**config.mk**
```make
export PLATFORM = sky130hd
export DESIGN_NAME = sorted_event_queue_top
export DESIGN_NICKNAME = d
export VERILOG_FILES = /design/src/rtl/seq_pkg.sv /design/src/rtl/sorted_event_queue_top.sv /design/src/rtl/seq_cell.sv
export SDC_FILE = /design/constraint.sdc
export NUM_CORES = 2
export LEC_CHECK = 0
export ABC_AREA = 1
export BUFFER_PORTS_ARGS = -buffer_cell sky130_fd_sc_hd__buf_4
export CAP_MARGIN = 30
export CORE_ASPECT_RATIO = 0.6
export CORE_MARGIN = 2
export CORE_UTILIZATION = 40
export DETAILED_ROUTE_END_ITERATION = 10
export PLACE_DENSITY = 0.53
export REMOVE_ABC_BUFFERS = 1
export SLEW_MARGIN = 20
export SYNTH_ARGS = -nofsm -noshare
export SYNTH_HDL_FRONTEND = slang
export SYNTH_HIERARCHICAL = 1
export SYNTH_SLANG_ARGS = --single-unit
```
**constraint.sdc**
```tcl
create_clock -name i_clk -period 17.7 [get_ports i_clk]
set_input_delay 3.54 -clock i_clk [delete_from_list [all_inputs] [get_ports i_clk]]
set_output_delay 3.54 -clock i_clk [all_outputs]
set_load 0.01 [all_outputs]
```
**src/rtl/seq_pkg.sv**
```systemverilog
// ----------------------------------------------------------------------------
// seq_pkg
// shared types and constants for the sorted event queue
// ----------------------------------------------------------------------------
package seq_pkg;

    localparam int DEPTH_DEF    = 16;
    localparam int KEY_BITS_DEF = 8;
    localparam int KIND_W       = 3;
    localparam int KEY_W        = 8;
    localparam int HANDLE_W     = 32;
    localparam int ENTRIES_W    = 5;

    localparam logic [KIND_W-1:0] KIND_INSERT = 3'd0;
    localparam logic [KIND_W-1:0] KIND_PUSH   = 3'd1;
    localparam logic [KIND_W-1:0] KIND_POP    = 3'd2;
    localparam logic [KIND_W-1:0] KIND_DELETE = 3'd3;
    localparam logic [KIND_W-1:0] KIND_CLEAR  = 3'd4;

    typedef struct packed {
        logic [KIND_W-1:0]   kind;
        logic [KEY_W-1:0]    key;
        logic [HANDLE_W-1:0] handle;
    } t_req;

    typedef struct packed {
        logic                 ok;
        logic [ENTRIES_W-1:0] entries;
        logic                 empty_res;
        logic [KEY_W-1:0]     front_key;
        logic [HANDLE_W-1:0]  front_handle;
    } t_res;

    typedef struct packed {
        logic ins;
        logic push;
        logic pop;
        logic del;
        logic clr;
    } t_cell_cmd;

endpackage

```
**src/rtl/sorted_event_queue_top.sv**
```systemverilog
// ----------------------------------------------------------------------------
// sorted_event_queue_top
// result: the strobe o_done is registered and rises in the cycle after a request is taken
// throughput: one request per cycle, busy stays low; every cell updates in
// the same cycle, the find chain through the cells sets the cycle time
// reset: synchronous, active low; the queue is empty after reset, the
// receiver cannot stall and takes every result in its strobe cycle
// ----------------------------------------------------------------------------
module sorted_event_queue_top
    import seq_pkg::*;
#(
    parameter int DEPTH    = DEPTH_DEF,
    parameter int KEY_BITS = KEY_BITS_DEF
) (
    input  logic i_clk,
    input  logic i_rst_n,
    input  logic start,
    output logic busy,
    input  t_req i_req,
    output logic o_done,
    output t_res o_res
);

    localparam int CW = $clog2(DEPTH + 1);

    logic                w_valid  [DEPTH];
    logic [KEY_BITS-1:0] w_key    [DEPTH];
    logic [HANDLE_W-1:0] w_handle [DEPTH];
    logic                w_found  [DEPTH];
    logic                w_hit    [DEPTH];
    logic [DEPTH-1:0]    w_valids;

    logic                w_accept;
    logic                w_full;
    logic                w_hit_all;
    logic [KEY_BITS-1:0] w_new_key;
    t_cell_cmd           w_cmd;

    logic                r_done;
    logic                r_ok;
    logic [CW-1:0]       r_count;
    logic                n_ok;
    logic [CW-1:0]       n_count;

    assign busy      = 1'b0;
    assign w_accept  = start && !busy;
    assign w_full    = w_valid[DEPTH-1];
    assign w_hit_all = w_hit[DEPTH-1];
    assign w_new_key = KEY_BITS'(i_req.key);

    always_comb begin
        w_cmd      = '0;
        w_cmd.ins  = w_accept && (i_req.kind == KIND_INSERT) && !w_full;
        w_cmd.push = w_accept && (i_req.kind == KIND_PUSH) && !w_full;
        w_cmd.pop  = w_accept && (i_req.kind == KIND_POP) && w_valid[0];
        w_cmd.del  = w_accept && (i_req.kind == KIND_DELETE);
        w_cmd.clr  = w_accept && (i_req.kind == KIND_CLEAR);
    end

    genvar gi;
    generate
        for (gi = 0; gi < DEPTH; gi++) begin : g_cell
            logic                w_pv;
            logic [KEY_BITS-1:0] w_pk;
            logic [HANDLE_W-1:0] w_ph;
            logic                w_nv;
            logic [KEY_BITS-1:0] w_nk;
            logic [HANDLE_W-1:0] w_nh;
            logic                w_fi;
            logic                w_hi;

            if (gi == 0) begin : g_head
                assign w_pv = 1'b1;
                assign w_pk = w_new_key;
                assign w_ph = i_req.handle;
                assign w_fi = 1'b0;
                assign w_hi = 1'b0;
            end else begin : g_body
                assign w_pv = w_valid[gi-1];
                assign w_pk = w_key[gi-1];
                assign w_ph = w_handle[gi-1];
                assign w_fi = w_found[gi-1];
                assign w_hi = w_hit[gi-1];
            end

            if (gi == DEPTH - 1) begin : g_tail
                assign w_nv = 1'b0;
                assign w_nk = '0;
                assign w_nh = '0;
            end else begin : g_mid
                assign w_nv = w_valid[gi+1];
                assign w_nk = w_key[gi+1];
                assign w_nh = w_handle[gi+1];
            end

            seq_cell #(
                .KEY_BITS(KEY_BITS)
            ) u_cell (
                .i_clk         (i_clk),
                .i_rst_n       (i_rst_n),
                .i_cmd         (w_cmd),
                .i_key         (w_new_key),
                .i_handle      (i_req.handle),
                .i_prev_valid  (w_pv),
                .i_prev_key    (w_pk),
                .i_prev_handle (w_ph),
                .i_next_valid  (w_nv),
                .i_next_key    (w_nk),
                .i_next_handle (w_nh),
                .i_found       (w_fi),
                .i_hit         (w_hi),
                .i_hit_all     (w_hit_all),
                .o_valid       (w_valid[gi]),
                .o_key         (w_key[gi]),
                .o_handle      (w_handle[gi]),
                .o_found       (w_found[gi]),
                .o_hit         (w_hit[gi])
            );

            assign w_valids[gi] = w_valid[gi];
        end
    endgenerate

    always_comb begin
        n_ok    = 1'b0;
        n_count = r_count;
        unique case (i_req.kind)
            KIND_INSERT, KIND_PUSH: begin
                n_ok = !w_full;
                if (!w_full) begin
                    n_count = r_count + CW'(1);
                end
            end
            KIND_POP: begin
                n_ok = w_valid[0];
                if (w_valid[0]) begin
                    n_count = r_count - CW'(1);
                end
            end
            KIND_DELETE: begin
                n_ok = w_hit_all;
                if (w_hit_all) begin
                    n_count = r_count - CW'(1);
                end
            end
            KIND_CLEAR: begin
                n_ok    = 1'b1;
                n_count = '0;
            end
            default: begin
                n_ok = 1'b0;
            end
        endcase
    end

    always_ff @(posedge i_clk) begin
        if (!i_rst_n) begin
            r_done  <= 1'b0;
            r_ok    <= 1'b0;
            r_count <= '0;
        end else begin
            r_done <= w_accept;
            if (w_accept) begin
                r_ok    <= n_ok;
                r_count <= n_count;
            end
        end
    end

    assign o_done             = r_done;
    assign o_res.ok           = r_ok;
    assign o_res.entries      = ENTRIES_W'(r_count);
    assign o_res.empty_res    = !w_valid[0];
    assign o_res.front_key    = w_valid[0] ? KEY_W'(w_key[0]) : '0;
    assign o_res.front_handle = w_valid[0] ? w_handle[0] : '0;

    a_count_matches_cells : assert property (@(posedge i_clk) disable iff (!i_rst_n)
        r_count == CW'($countones(w_valids)))
        else $error("entry count differs from occupied cells");

    a_cells_packed_at_front : assert property (@(posedge i_clk) disable iff (!i_rst_n)
        (w_valids & (w_valids + DEPTH'(1))) == '0)
        else $error("occupied cells are not contiguous from the front");

    a_result_follows_request : assert property (@(posedge i_clk) disable iff (!i_rst_n)
        w_accept |=> o_done)
        else $error("accepted request produced no result strobe");

    a_full_refuses_insert : assert property (@(posedge i_clk) disable iff (!i_rst_n)
        (w_accept && w_full && (i_req.kind == KIND_INSERT || i_req.kind == KIND_PUSH))
        |=> (!r_ok && $stable(r_count)))
        else $error("insert into a full queue was not refused");

endmodule

```
**src/rtl/seq_cell.sv**
```systemverilog
// ----------------------------------------------------------------------------
// seq_cell
// one slot of the queue: holds a key and handle, compares against the
// request key and shifts with its neighbors
// ----------------------------------------------------------------------------
module seq_cell
    import seq_pkg::*;
#(
    parameter int KEY_BITS = KEY_BITS_DEF
) (
    input  logic                i_clk,
    input  logic                i_rst_n,
    input  t_cell_cmd           i_cmd,
    input  logic [KEY_BITS-1:0] i_key,
    input  logic [HANDLE_W-1:0] i_handle,
    input  logic                i_prev_valid,
    input  logic [KEY_BITS-1:0] i_prev_key,
    input  logic [HANDLE_W-1:0] i_prev_handle,
    input  logic                i_next_valid,
    input  logic [KEY_BITS-1:0] i_next_key,
    input  logic [HANDLE_W-1:0] i_next_handle,
    input  logic                i_found,
    input  logic                i_hit,
    input  logic                i_hit_all,
    output logic                o_valid,
    output logic [KEY_BITS-1:0] o_key,
    output logic [HANDLE_W-1:0] o_handle,
    output logic                o_found,
    output logic                o_hit
);

    logic                r_valid;
    logic [KEY_BITS-1:0] r_key;
    logic [HANDLE_W-1:0] r_handle;
    logic                n_valid;
    logic [KEY_BITS-1:0] n_key;
    logic [HANDLE_W-1:0] n_handle;
    logic                w_stop;
    logic                w_match;

    always_comb begin
        if (i_cmd.ins) begin
            w_stop = !r_valid || (r_key > i_key);
        end else begin
            w_stop = !r_valid || (r_key >= i_key);
        end
    end

    assign w_match = !i_found && r_valid && (r_key == i_key);
    assign o_found = i_found || w_stop;
    assign o_hit   = i_hit || w_match;

    always_comb begin
        n_valid  = r_valid;
        n_key    = r_key;
        n_handle = r_handle;
        priority if (i_cmd.clr) begin
            n_valid = 1'b0;
        end else if (i_cmd.push || (i_cmd.ins && i_found)) begin
            n_valid  = i_prev_valid;
            n_key    = i_prev_key;
            n_handle = i_prev_handle;
        end else if (i_cmd.ins && w_stop) begin
            n_valid  = 1'b1;
            n_key    = i_key;
            n_handle = i_handle;
        end else if (i_cmd.pop || (i_cmd.del && i_hit_all && (i_found || w_match))) begin
            n_valid  = i_next_valid;
            n_key    = i_next_key;
            n_handle = i_next_handle;
        end
    end

    always_ff @(posedge i_clk) begin
        if (!i_rst_n) begin
            r_valid <= 1'b0;
        end else begin
            r_valid <= n_valid;
        end
    end

    always_ff @(posedge i_clk) begin
        r_key    <= n_key;
        r_handle <= n_handle;
    end

    assign o_valid  = r_valid;
    assign o_key    = r_key;
    assign o_handle = r_handle;

endmodule

```
==> impl_metrics.yaml <==
route:
  routed_wirelength_um: 110000
  dr_total_vias: 36100
  drtPass1Iterations: 6
  vias_per_cell: 4.83
  wl_per_cell_um: 14.8
  antenna_left: 0
  route.detailed.drc: 0
  drt_iter0_markers: 2249
clock_tree:
  cts-hold-fix-buffers: 0
  htreeDepth: 3
  clkSlewWorstSetupHoldPaths_ns: 0.06
  clock_sinks: 663
  cts_buffers: 71
  cts_resized: 0
  cts_tree: "done"
  cts_root_buffer: "clkbuf_16"
  post-cts-setup-buffers: 0
  insertion_delay_ns: 0.66
  clk_path_buf_depth: 3
synth:
  synthesis.area_um2: 44400
  yosysWarnings: 6
  netlist_instances: 5920
  syn_area_per_cell_um2: 7.50
sta:
  setup_tns_ns: 0
  finalCriticalPeriod_ns: 10.02
  slew_headroom_pct: 37.5
  finalSetupViolCount: 0
  grt_setup_unrepaired: "false"
  hold_viol: 0
  finalCritPeriodShare_pct: 56.6
  setup_slack_ns: 7.68
  maxSlewViolCount: 0
  fmax_mhz: 99.8
  tightest_slew_ns: 0.938
  finClkSkew_ns: 0.0203
status:
  status: "finished clean"
power:
  netSwitchingFraction_pct: 29.2
  p_switching_mw: 1.21
  peakVddDrop_uv: 61.9
  p_seq_share_pct: 47.3
  clkPwrFrac_pct: 36.3
  intPower_mw: 2.94
  pwr_density_cell_nw_per_um2: 85.9
  p_leak_nw: 24.7
  combinationalPowerShare_pct: 16.4
grt:
  antenna_found_initial: 0
  grt_pass1_wl_um: 184000
  overflow: 0
  grt_max_degree: 74
  track_usage_pct: 19.6
  grt_pass1_vias: 36000
final_layout:
  fin_area_um2: 48300
  area_growth_pct: 8.77
  final_nets: 6095
  n_fill_cell: 11500
  drive_gt1_share_pct: 12.5
floorplan:
  initial_core_util_pct: 40.4
  io_pins: 95
  die_w_um: 434
  die_y_um: 262
  die_area_um2: 114000
  rows: 94
  core_area_um2: 110000
placed_design:
  dp.final_hpwl_um: 82600
  place_ws_ns: 7.02
  placed_area_um2: 46000
  gp_congestion: 0.823
  numPortBuffers: 93
worst_setup_path:
  worstSetupEndpointType: "flip-flop"
  critical_path.most_common_cell: "nand2_1"
  critical_path.max_stage_delay_ns: 0.46
  critPathArrivalTime_ns: 10.35
  required_ns: 18.03
  start_kind: "primary input"
  path_max_fanout: 42
  critPathTopFamily: "buffers and inverters"
  crit_buf_inv: 19
  worstSetupPathType: "in -> reg"
  cp_slowest_cell: "inv_2"
run:
  cap_viol_max_count: 0
worst_hold_path:
  worst_hold_path_type: "reg -> reg"
-- power by group through the flow --
stage / Sequential (mW) / Clock (mW) / Combinational [mW]
floorplan: 1.97 / 0 / 0.487
global placement: 2.00 / 0 / 0.668
detailed placement: 2.00 / 0 / 0.685
CTS: 1.96 / 1.56 / 0.686
global route: 1.98 / 1.61 / 0.791
finish: 1.96 / 1.51 / 0.679
-- final cells by class --
type                       instances  area [um^2]  share of cell area, %
sequential                       663        19700                   40.8
clock buffer                      89         1870                   3.86
antenna                            1         2.50                0.00518
timing repair buffer             158         1190                   2.46
inverter                         887         3330                   6.90
tap                             1488         1860                   3.86
clock inverter                    41          358                  0.741
multi-input combinational       4136        20000                   41.4
-- layout by cell type (no fill, tap or decap), types with 17 or more instances in the layout --
cell type,n
a21oi_1,55
a21oi_2,17
a21oi_4,32
buf_4,158
clkbuf_1,17
clkbuf_16,72
clkinv_1,20
conb_1,47
dfxtp_1,22
edfxtp_1,640
ha_1,131
inv_1,868
inv_2,19
nand2_1,2908
nand2_2,52
nand3_1,40
nor2_1,105
nor2_4,18
o21ai_0,32
o21ai_1,305
o21ai_2,320
-- state kept, by name, indices dropped and copies added (netlist names) --
| name | cells |
|---|---|
| g_cell.u_cell/o_valid | 16 |
| g_cell.u_cell/o_key | 128 |
| r_ok | 1 |
| o_done | 1 |
| g_cell.u_cell/o_handle | 512 |
| r_count | 5 |
-- per-stage QoR --
stage          util (%)  hold slack, ns  std cells  power (mW)
6_report           43.9           0.482       7463        4.15
5_1_grt            43.9           0.513       7462        4.38
4_1_cts            43.9           0.490       7462        4.21
3_5_place_dp       41.9           0.479       7332        2.68
3_3_place_gp       41.9           0.483       7332        2.67
2_1_floorplan         -           0.488       5686        2.46
-- worst paths after layout --
| path | from | cells after the start | to | slack, ns |
|---|---|---|---|---|
| setup / recovery | i_req[35] | 43 | g_cell[15].u_cell/o_handle[26]$_DFFE_PP_ | 7.68 |
| hold / removal | r_ok$_SDFFE_PN0P_ | 2 | r_ok$_SDFFE_PN0P_ | 0.48 |
| setup reg to reg | g_cell[0].u_cell/o_key[3]$_DFFE_PP_ | 41 | g_cell[15].u_cell/o_handle[26]$_DFFE_PP_ | 10.41 |
| hold reg to reg | r_ok$_SDFFE_PN0P_ | 2 | r_ok$_SDFFE_PN0P_ | 0.48 |
-- worst reg2reg max path: cells and delay by family, from the launching register on --
kind | cells | cell delay, ns
AO/OA/AOI/OAI | 4 | 0.80
buffers and inverters | 17 | 2.63
adder cells (fa/ha/maj) | 1 | 0.34
AND/OR/NAND/NOR | 19 | 2.65
flip-flops | 1 | 0.45
-- per-layer routing --
metal,share of wire (%),global-route usage (%),up-vias
met2,42,30.6,481
met3,4.0,2.91,90
li1,-,-,18300
met1,52,29.2,17200
met4,1.1,2.72,0
met5,0,0,-
Power figures use the tool's default switching activity.
